[src/hdl/bfa_pkg.sv]
`timescale 1ns / 1ps

package bfa_pkg;

  localparam int MAX_FRAMES_DEF  = 4096;
  localparam int FRAME_BYTES_DEF = 4096;

  localparam int WORD_BITS = 32;
  localparam int WORD_LOG2 = 5;

  localparam int ADDR_W   = 24;
  localparam int CMD_W    = 2;
  localparam int STATUS_W = 2;
  localparam int TOTAL_W  = 13;
  localparam int FC_W     = 13;
  localparam int APB_W    = 32;

  localparam logic [FC_W-1:0] FC_RESET  = 13'd4096;
  localparam int              TOTAL_MAX = 8191;

  localparam logic [CMD_W-1:0] CMD_ALLOC   = 2'd0;
  localparam logic [CMD_W-1:0] CMD_FREE    = 2'd1;
  localparam logic [CMD_W-1:0] CMD_RESERVE = 2'd2;
  localparam logic [CMD_W-1:0] CMD_REINIT  = 2'd3;

  localparam logic [STATUS_W-1:0] ST_OK    = 2'd0;
  localparam logic [STATUS_W-1:0] ST_OOM   = 2'd1;
  localparam logic [STATUS_W-1:0] ST_RANGE = 2'd2;

  typedef struct packed {
    logic                 found;
    logic [WORD_LOG2-1:0] bit_idx;
  } find_res_t;

endpackage

[src/hdl/bitmap_frame_allocator.sv]
`timescale 1ns / 1ps

// Channel   Direction  Handshake            Payload
// in_       input      in_valid / in_stall   in_cmd, in_phys_address
// out_      output     out_valid / out_stall out_result_address, out_status, out_used_total
// APB       config     psel/penable/pready   paddr, pwdata, prdata (frame_count at 0x0)
//
// One item at a time; the output register loads as the block returns to idle, ready for
// the next item. Free and reserve: read, modify, write back. Allocate: one 32-bit map word
// read per cycle, at most ceil(min(frame_count, MAX_FRAMES)/32) words scanned. Reinit: all
// MAP_WORDS words written, one word a cycle. After reset the map is filled with ones over
// MAP_WORDS words (128 by default), no item taken meanwhile. A stalled result waits in the
// output register while the next item is already accepted. FRAME_BYTES must be a power of two.
module bitmap_frame_allocator
  import bfa_pkg::*;
#(
  parameter int MAX_FRAMES  = MAX_FRAMES_DEF,
  parameter int FRAME_BYTES = FRAME_BYTES_DEF
) (
  input  logic                clk,
  input  logic                rst_n,

  input  logic                in_valid,
  output logic                in_stall,
  input  logic [CMD_W-1:0]    in_cmd,
  input  logic [ADDR_W-1:0]   in_phys_address,

  output logic                out_valid,
  input  logic                out_stall,
  output logic [ADDR_W-1:0]   out_result_address,
  output logic [STATUS_W-1:0] out_status,
  output logic [TOTAL_W-1:0]  out_used_total,

  input  logic                psel,
  input  logic                penable,
  input  logic                pwrite,
  input  logic [1:0]          paddr,
  input  logic [APB_W-1:0]    pwdata,
  output logic [APB_W-1:0]    prdata,
  output logic                pready
);

  localparam int MAP_WORDS = (MAX_FRAMES + WORD_BITS - 1) / WORD_BITS;
  localparam int WI_W      = (MAP_WORDS > 1) ? $clog2(MAP_WORDS) : 1;
  localparam int WC_W      = $clog2(MAP_WORDS + 1);
  localparam int CNT_W     = $clog2(MAX_FRAMES + 1);
  localparam int FB_LOG2   = $clog2(FRAME_BYTES);
  localparam int FI_W      = ADDR_W - FB_LOG2;
  localparam int FF_W      = WI_W + WORD_LOG2;

  localparam logic [WI_W-1:0] LAST_WORD = WI_W'(MAP_WORDS - 1);

  localparam logic [2:0] S_FILL = 3'd0;
  localparam logic [2:0] S_IDLE = 3'd1;
  localparam logic [2:0] S_SCAN = 3'd2;
  localparam logic [2:0] S_RMW  = 3'd3;
  localparam logic [2:0] S_DONE = 3'd4;

  logic [2:0]           state_r, state_nxt;
  logic [FC_W-1:0]      fc_r;
  logic [CNT_W-1:0]     cnt_r, cnt_nxt;
  logic [WI_W-1:0]      fill_w_r, fill_w_nxt;
  logic                 fill_resp_r, fill_resp_nxt;
  logic [WC_W-1:0]      scan_w_r, scan_w_nxt;
  logic                 chk_vld_r, chk_vld_nxt;
  logic [WI_W-1:0]      chk_w_r, chk_w_nxt;
  logic [WI_W-1:0]      rmw_w_r, rmw_w_nxt;
  logic [WORD_LOG2-1:0] rmw_b_r, rmw_b_nxt;
  logic                 rmw_take_r, rmw_take_nxt;
  logic [ADDR_W-1:0]    res_addr_r, res_addr_nxt;
  logic [STATUS_W-1:0]  res_status_r, res_status_nxt;

  logic                 out_valid_r;
  logic [ADDR_W-1:0]    out_addr_r;
  logic [STATUS_W-1:0]  out_status_r;
  logic [TOTAL_W-1:0]   out_total_r;

  logic                 ram_we, ram_re;
  logic [WI_W-1:0]      ram_waddr, ram_raddr;
  logic [WORD_BITS-1:0] ram_wdata, rd_data;

  logic [CNT_W-1:0]     lim;
  logic [FI_W-1:0]      in_frame;
  logic                 in_range;
  logic [WI_W-1:0]      last_w;
  logic [31:0]          rem;
  logic [WORD_BITS-1:0] elig, free_vec, rmw_mask;
  find_res_t            fr;
  logic [FF_W-1:0]      found_f;
  logic [FF_W+FB_LOG2-1:0] found_addr;
  logic                 accept, out_free, rmw_old;

  bfa_map_ram #(
    .DEPTH (MAP_WORDS),
    .AW    (WI_W)
  ) u_map (
    .clk   (clk),
    .we    (ram_we),
    .waddr (ram_waddr),
    .wdata (ram_wdata),
    .re    (ram_re),
    .raddr (ram_raddr),
    .rdata (rd_data)
  );

  bfa_free_find u_find (
    .vec (free_vec),
    .res (fr)
  );

  // effective frame count, clamped to the map size
  assign lim      = (32'(fc_r) > 32'(MAX_FRAMES)) ? CNT_W'(MAX_FRAMES) : CNT_W'(fc_r);
  assign in_frame = in_phys_address[ADDR_W-1:FB_LOG2];
  assign in_range = 32'(in_frame) < 32'(lim);
  assign last_w   = WI_W'((lim - CNT_W'(1)) >> WORD_LOG2);

  // frames of the word under check that lie below the limit; frame 0 never goes out
  assign rem = 32'(lim) - 32'({chk_w_r, {WORD_LOG2{1'b0}}});
  always_comb begin
    for (int b = 0; b < WORD_BITS; b++) begin
      elig[b] = (32'(b) < rem) && !((chk_w_r == '0) && (b == 0));
    end
  end
  assign free_vec   = ~rd_data & elig;
  assign found_f    = {chk_w_r, fr.bit_idx};
  assign found_addr = (FF_W + FB_LOG2)'(found_f) << FB_LOG2;

  assign rmw_mask = WORD_BITS'(1) << rmw_b_r;
  assign rmw_old  = rd_data[rmw_b_r];

  assign in_stall = (state_r != S_IDLE);
  assign accept   = in_valid && !in_stall;
  assign out_free = !out_valid_r || !out_stall;

  always_comb begin
    state_nxt      = state_r;
    cnt_nxt        = cnt_r;
    fill_w_nxt     = fill_w_r;
    fill_resp_nxt  = fill_resp_r;
    scan_w_nxt     = scan_w_r;
    chk_vld_nxt    = chk_vld_r;
    chk_w_nxt      = chk_w_r;
    rmw_w_nxt      = rmw_w_r;
    rmw_b_nxt      = rmw_b_r;
    rmw_take_nxt   = rmw_take_r;
    res_addr_nxt   = res_addr_r;
    res_status_nxt = res_status_r;
    ram_we         = 1'b0;
    ram_waddr      = '0;
    ram_wdata      = '0;
    ram_re         = 1'b0;
    ram_raddr      = '0;

    unique case (state_r)
      S_FILL: begin
        ram_we    = 1'b1;
        ram_waddr = fill_w_r;
        ram_wdata = '1;
        if (fill_w_r == LAST_WORD) begin
          state_nxt     = fill_resp_r ? S_DONE : S_IDLE;
          fill_resp_nxt = 1'b0;
        end else begin
          fill_w_nxt = fill_w_r + WI_W'(1);
        end
      end

      S_IDLE: begin
        if (accept) begin
          res_addr_nxt   = '0;
          res_status_nxt = ST_OK;
          unique case (in_cmd)
            CMD_ALLOC: begin
              if (32'(lim) < 32'd2) begin
                res_status_nxt = ST_OOM;
                state_nxt      = S_DONE;
              end else begin
                scan_w_nxt  = '0;
                chk_vld_nxt = 1'b0;
                state_nxt   = S_SCAN;
              end
            end
            CMD_FREE, CMD_RESERVE: begin
              if (!in_range) begin
                res_status_nxt = ST_RANGE;
                state_nxt      = S_DONE;
              end else begin
                ram_re       = 1'b1;
                ram_raddr    = WI_W'(in_frame >> WORD_LOG2);
                rmw_w_nxt    = WI_W'(in_frame >> WORD_LOG2);
                rmw_b_nxt    = in_frame[WORD_LOG2-1:0];
                rmw_take_nxt = (in_cmd == CMD_RESERVE);
                state_nxt    = S_RMW;
              end
            end
            CMD_REINIT: begin
              cnt_nxt       = lim;
              fill_w_nxt    = '0;
              fill_resp_nxt = 1'b1;
              state_nxt     = S_FILL;
            end
          endcase
        end
      end

      S_SCAN: begin
        // read one word per cycle, check the word read in the cycle before
        chk_vld_nxt = 1'b0;
        if (scan_w_r <= WC_W'(last_w)) begin
          ram_re      = 1'b1;
          ram_raddr   = scan_w_r[WI_W-1:0];
          chk_vld_nxt = 1'b1;
          chk_w_nxt   = scan_w_r[WI_W-1:0];
          scan_w_nxt  = scan_w_r + WC_W'(1);
        end
        if (chk_vld_r) begin
          if (fr.found) begin
            ram_we       = 1'b1;
            ram_waddr    = chk_w_r;
            ram_wdata    = rd_data | (WORD_BITS'(1) << fr.bit_idx);
            cnt_nxt      = cnt_r + CNT_W'(1);
            res_addr_nxt = found_addr[ADDR_W-1:0];
            state_nxt    = S_DONE;
          end else if (chk_w_r == last_w) begin
            res_status_nxt = ST_OOM;
            state_nxt      = S_DONE;
          end
        end
      end

      S_RMW: begin
        ram_waddr = rmw_w_r;
        if (rmw_take_r) begin
          ram_wdata = rd_data | rmw_mask;
          if (!rmw_old) begin
            ram_we  = 1'b1;
            cnt_nxt = cnt_r + CNT_W'(1);
          end
        end else begin
          ram_wdata = rd_data & ~rmw_mask;
          if (rmw_old) begin
            ram_we = 1'b1;
            if (cnt_r != '0) begin
              cnt_nxt = cnt_r - CNT_W'(1);
            end
          end
        end
        state_nxt = S_DONE;
      end

      S_DONE: begin
        if (out_free) begin
          state_nxt = S_IDLE;
        end
      end

      default: begin
        state_nxt = S_IDLE;
      end
    endcase
  end

  always_ff @(posedge clk) begin
    if (!rst_n) begin
      state_r     <= S_FILL;
      fill_w_r    <= '0;
      fill_resp_r <= 1'b0;
      cnt_r       <= CNT_W'(MAX_FRAMES);
      chk_vld_r   <= 1'b0;
      out_valid_r <= 1'b0;
      fc_r        <= FC_RESET;
    end else begin
      state_r     <= state_nxt;
      fill_w_r    <= fill_w_nxt;
      fill_resp_r <= fill_resp_nxt;
      cnt_r       <= cnt_nxt;
      chk_vld_r   <= chk_vld_nxt;
      if ((state_r == S_DONE) && out_free) begin
        out_valid_r <= 1'b1;
      end else if (out_valid_r && !out_stall) begin
        out_valid_r <= 1'b0;
      end
      if (psel && penable && pwrite && pready) begin
        fc_r <= pwdata[FC_W-1:0];
      end
    end
  end

  always_ff @(posedge clk) begin
    scan_w_r     <= scan_w_nxt;
    chk_w_r      <= chk_w_nxt;
    rmw_w_r      <= rmw_w_nxt;
    rmw_b_r      <= rmw_b_nxt;
    rmw_take_r   <= rmw_take_nxt;
    res_addr_r   <= res_addr_nxt;
    res_status_r <= res_status_nxt;
    if ((state_r == S_DONE) && out_free) begin
      out_addr_r   <= res_addr_r;
      out_status_r <= res_status_r;
      out_total_r  <= (32'(cnt_r) > 32'(TOTAL_MAX)) ? TOTAL_W'(TOTAL_MAX) : TOTAL_W'(cnt_r);
    end
  end

  assign out_valid          = out_valid_r;
  assign out_result_address = out_addr_r;
  assign out_status         = out_status_r;
  assign out_used_total     = out_total_r;

  assign prdata = APB_W'(fc_r);
  assign pready = 1'b1;

`ifndef NO_ASSERTIONS
  a_cnt_bound: assert property (@(posedge clk) disable iff (!rst_n)
    32'(cnt_r) <= 32'(MAX_FRAMES))
    else $error("used count above map size");

  a_rmw_entry: assert property (@(posedge clk) disable iff (!rst_n)
    (accept && (in_cmd == CMD_FREE || in_cmd == CMD_RESERVE) && in_range)
      |=> (state_r == S_RMW))
    else $error("in-range free/reserve did not go to read-modify-write");

  a_scan_bound: assert property (@(posedge clk) disable iff (!rst_n)
    ((state_r == S_SCAN) && chk_vld_r) |-> (chk_w_r <= last_w))
    else $error("scan checked a word beyond the frame limit");

  a_idle_no_write: assert property (@(posedge clk) disable iff (!rst_n)
    (state_r == S_IDLE) |-> !ram_we)
    else $error("map written while idle");
`endif

endmodule

[src/hdl/bfa_map_ram.sv]
`timescale 1ns / 1ps

module bfa_map_ram
  import bfa_pkg::*;
#(
  parameter int DEPTH = 128,
  parameter int AW    = 7
) (
  input  logic                 clk,
  input  logic                 we,
  input  logic [AW-1:0]        waddr,
  input  logic [WORD_BITS-1:0] wdata,
  input  logic                 re,
  input  logic [AW-1:0]        raddr,
  output logic [WORD_BITS-1:0] rdata
);

  logic [WORD_BITS-1:0] mem [DEPTH];
  logic [WORD_BITS-1:0] rdata_r;

  always_ff @(posedge clk) begin
    if (we) begin
      mem[waddr] <= wdata;
    end
  end

  always_ff @(posedge clk) begin
    if (re) begin
      rdata_r <= mem[raddr];
    end
  end

  assign rdata = rdata_r;

endmodule

[src/hdl/bfa_free_find.sv]
`timescale 1ns / 1ps

// Lowest set bit of a map word (set = free and eligible).
module bfa_free_find
  import bfa_pkg::*;
(
  input  logic [WORD_BITS-1:0] vec,
  output find_res_t            res
);

  always_comb begin
    res.found   = |vec;
    res.bit_idx = '0;
    for (int b = WORD_BITS - 1; b >= 0; b--) begin
      if (vec[b]) begin
        res.bit_idx = WORD_LOG2'(b);
      end
    end
  end

endmodule

[config.mk]
export PLATFORM = sky130hd
export DESIGN_NAME = bitmap_frame_allocator
export DESIGN_NICKNAME = d
export VERILOG_FILES = /design/src/hdl/bfa_pkg.sv /design/src/hdl/bitmap_frame_allocator.sv /design/src/hdl/bfa_map_ram.sv /design/src/hdl/bfa_free_find.sv
export SDC_FILE = /design/constraint.sdc
export NUM_CORES = 2
export LEC_CHECK = 0
export BUFFER_PORTS_ARGS = -buffer_cell sky130_fd_sc_hd__buf_2
export CAP_MARGIN = 20
export CORE_UTILIZATION = 40
export CTS_BUF_LIST = sky130_fd_sc_hd__clkbuf_8
export DETAILED_ROUTE_END_ITERATION = 16
export PLACE_DENSITY = 0.57
export SETUP_SLACK_MARGIN = 0.2
export SLEW_MARGIN = 10
export SYNTH_ARGS = -nofsm -noshare
export SYNTH_HDL_FRONTEND = slang
export SYNTH_SLANG_ARGS = --single-unit
export TNS_END_PERCENT = 50
[constraint.sdc]
create_clock -name clk -period 16 [get_ports clk]
set_clock_uncertainty 0.2 [all_clocks]
set_input_delay 1.6 -clock clk [delete_from_list [all_inputs] [get_ports clk]]
set_output_delay 1.6 -clock clk [all_outputs]
set_load 0.01 [all_outputs]
==> flow_summary_export.csv <==
group,metric,value,unit
min_path,hold_depth,0,
yosys,synth-warning-count,0,
cts,clk_latency,1.25,ns
worst_setup_path,cpMaxStageDelayCell,"nor4_2",
cts,postCtsSetupBuffers,0,
route,dr.pass1.iters,9,
cts,hold_buffers,0,
place,place_congestion,0.897,
place,numPortBuffers,75,
worst_setup_path,crit_fanout,126,
yosys,yosysSeqAreaShare,76.0,%
worst_setup_path,cp-endpoint,"u_map.rdata[7]",
global_route,overflow,0,
worst_setup_path,r2r_end,"u_map.rdata[7]",
worst_setup_path,worstSetupStartpoint,"fc_r[1]",
cells_and_area,drive_above_1_share,12.6,%
yosys,synth_cells,11700,
cells_and_area,final_common_cell,"edfxtp_1",
floorplanning,die_w,648,um
floorplanning,ioPinCount,141,
worst_setup_path,setup.worst_path.class,"flop to flop",
sta,worst_slew_pin_slew,1.28,ns
sta,maxSlewHeadroom,13.8,%
sta,fmax,99.9,MHz
cts,clock_path_buffers,4,
cts,h-tree-depth,6,
yosys,syn_area,167000,sq um
route,drc,0,
worst_setup_path,end_kind,"flop",
pwr,p_leak,0.0601,uW
cts,root_buffer,"clkbuf_8",
yosys,yosys.area.top_type_share,75.5,%
run_status,status,"finished clean",
route,wl,517000,um
sta,layout_min_cycle_time,10.01,ns
flow_run,cap_violations,0,
cts,cts_buffers,672,
global_route,antenna_found_initial,18,
yosys,syn_area_per_cell,14.2,sq um
worst_setup_path,rr_worst_depth,18,
pwr,ir_drop,82.4,uV
sta,rsz0062_at_grt,"false",
min_path,hp-class,"flop to flop",
cells_and_area,area_growth,12.6,%
worst_setup_path,max_stage_delay,1.05,ns
route,wire_per_inst,28.6,um
floorplanning,core_area,414000,sq um
worst_setup_path,reg2reg_from,"fc_r[1]",
place,dp_hpwl,287000,um
global_route,grt_usage,24.0,%
route,vias,105000,
route,final_antenna_net_count,0,
yosys,synthTopCellsByArea,"edfxtp_1, nand2_1, nand3_1",
cts,cts_tree,"yes",
worst_setup_path,rrSetupSlack,5.99,ns
pwr,p_per_area,109,nW/um^2
sta,slew_viol_final,0,
min_path,min_from,"res_addr_r[14]",
yosys,async_flop_share,0,%
cts,path_clk_slew,0.06,ns
sta,finalCritPeriodShare,62.5,%
cells_and_area,nets,12200,
worst_setup_path,critPathArrivalTime,10.77,ns
yosys,synth.largest_area_cell,"edfxtp_1",
cells_and_area,fin_cells,18100,
place,dp.cells,16900,
cells_and_area,mostFrequentLayoutCells,"edfxtp_1, nand2_1, nand3_1",
worst_setup_path,start_kind,"flop",
global_route,grt_start_max_net_pins,198,
route,viasPerCell,5.80,
worst_setup_path,cp.required,16.77,ns
route,initialDrtViolationCount,13200,
worst_setup_path,path_cells,"or4_1 > o41ai_1 > nand4_1 > nor2_1 > xnor2_1 > ha_1 > a2111oi_0 > a31oi_1 > nor2_1 > or2_4 > buf_4 > buf_12 > buf_4 > mux4_2 > a21oi_1 > a21oi_1 > nor4_2 > nand2_1",
yosys,yosysUniqueCellTypes,79,
sta,hold_violations,0,
floorplanning,initial_core_util,40.3,%
cts,cts_resized,0,
floorplanning,rows,236,
yosys,synth_edf_count,4197,
yosys,synth_flop_cell,"edfxtp_1",
floorplanning,fp.dieH,648,um
global_route,grt_pass1_wl,724000,um
sta,setup_violations,0,
floorplanning,die-area,420000,sq um
yosys,synth-seq-cells,4236,
sta,tns,0,ns
cts,cts_sinks,4236,
global_route,grt_pass1_vias,100000,
## cells in the mapped netlist (17+ instances only)
library cell	n
clkbuf_1	574
a32oi_1	260
mux4_2	122
o31ai_1	20
and3_1	17
nand3_1	915
dfxtp_1	39
nor4_1	42
mux2i_1	394
a31oi_1	342
a22oi_1	26
nor3_1	36
nand2_1	2909
a32o_1	21
buf_1	136
a21oi_1	602
nor2_1	239
edfxtp_1	4197
o22ai_1	137
buf_4	36
a21boi_0	25
a21o_1	21
ha_1	36
inv_1	43
a311oi_1	26
nand4_1	171
o21ai_0	94
## sequential cells by signal, indices dropped and copies added (netlist names)
| register | cells |
|---|---|
| u_map.rdata | 32 |
| state_r | 3 |
| out_result_address | 12 |
| fill_resp_r | 1 |
| out_used_total | 13 |
| chk_w_r | 7 |
| scan_w_r | 8 |
| u_map.mem | 4096 |
| rmw_b_r | 5 |
| chk_vld_r | 1 |
| res_status_r | 2 |
| fc_r | 13 |
| out_valid | 1 |
| rmw_take_r | 1 |
| cnt_r | 13 |
| fill_w_r | 7 |
| rmw_w_r | 7 |
| out_status | 2 |
| res_addr_r | 12 |
## how the worst min path moves through the flow
| stage | end | slack [ns] |
|---|---|---|
| 2_1_floorplan | out_result_address[12] | 0.20 |
| 3_3_place_gp | out_result_address[14] | 0.21 |
| 3_5_place_dp | out_result_address[23] | 0.20 |
| 4_1_cts | out_result_address[14] | 0.22 |
| 5_1_grt | out_result_address[23] | 0.22 |
| 6_report | out_result_address[14] | 0.22 |
## metal layers
metal  global-route usage (%)  routed length (um)  up-vias
met5                        0                  27        -
met4                     10.7               25400        4
met3                     4.11               47200      956
met2                     38.0              237000     5385
met1                     32.5              207000    53300
li1                         -                   -    45300
## power breakdown
part	switching (uW)	total, uW	internal [uW]
combinational	87.9	109	21.0
sequential	3.59	12000	12000
clock	4230	8350	4120
total	4320	20500	16200
## layout make-up
cell class | count | area [sq um]
Tap cell | 5474 | 6850
Antenna cell | 12 | 30.0
Fill cell | 36100 | 226000
Clock buffer | 683 | 9400
Clock inverter | 497 | 2470
Timing Repair Buffer | 438 | 3540
Multi-Input combinational cell | 6721 | 38800
Sequential cell | 4236 | 127000
Inverter | 43 | 161
## logic make-up after synthesis
| kind of cell | synth area share [%] |
|---|---|
| AO/OA/AOI/OAI | 6.50 |
| XOR/XNOR | 0.110 |
| adder cells (fa/ha/maj) | 0.282 |
| buffers and inverters | 1.92 |
| flip-flops | 76.0 |
| multiplexers | 4.02 |
| other | 0.00450 |
| AND/OR/NAND/NOR | 11.2 |
## worst max-delay path: cells and delay by family (launching register included)
family | cells | cell delay (ns)
adders and majority gates | 1 | 0.22
and+or+nand+nor | 7 | 3.69
buffers and inverters | 3 | 2.26
DFF | 1 | 0.46
xor gates and xnor gates | 1 | 0.14
muxes | 1 | 0.41
AOI/OAI and AO/OA | 5 | 2.00
## stage by stage
stage          worst slack (ns)  power [uW]  hold slack (ns)  area (sq um)  utilization (%)
6_report                   5.99       20500            0.219        188000             45.4
2_1_floorplan              4.81       12300            0.200        167000                -
3_3_place_gp               6.10       12400            0.206        176000             42.4
3_5_place_dp               6.10       12400            0.205        176000             42.5
4_1_cts                    6.08       20600            0.216        188000             45.3
5_1_grt                    5.60       21100            0.225        188000             45.4
Power figures use the tool's default switching activity.
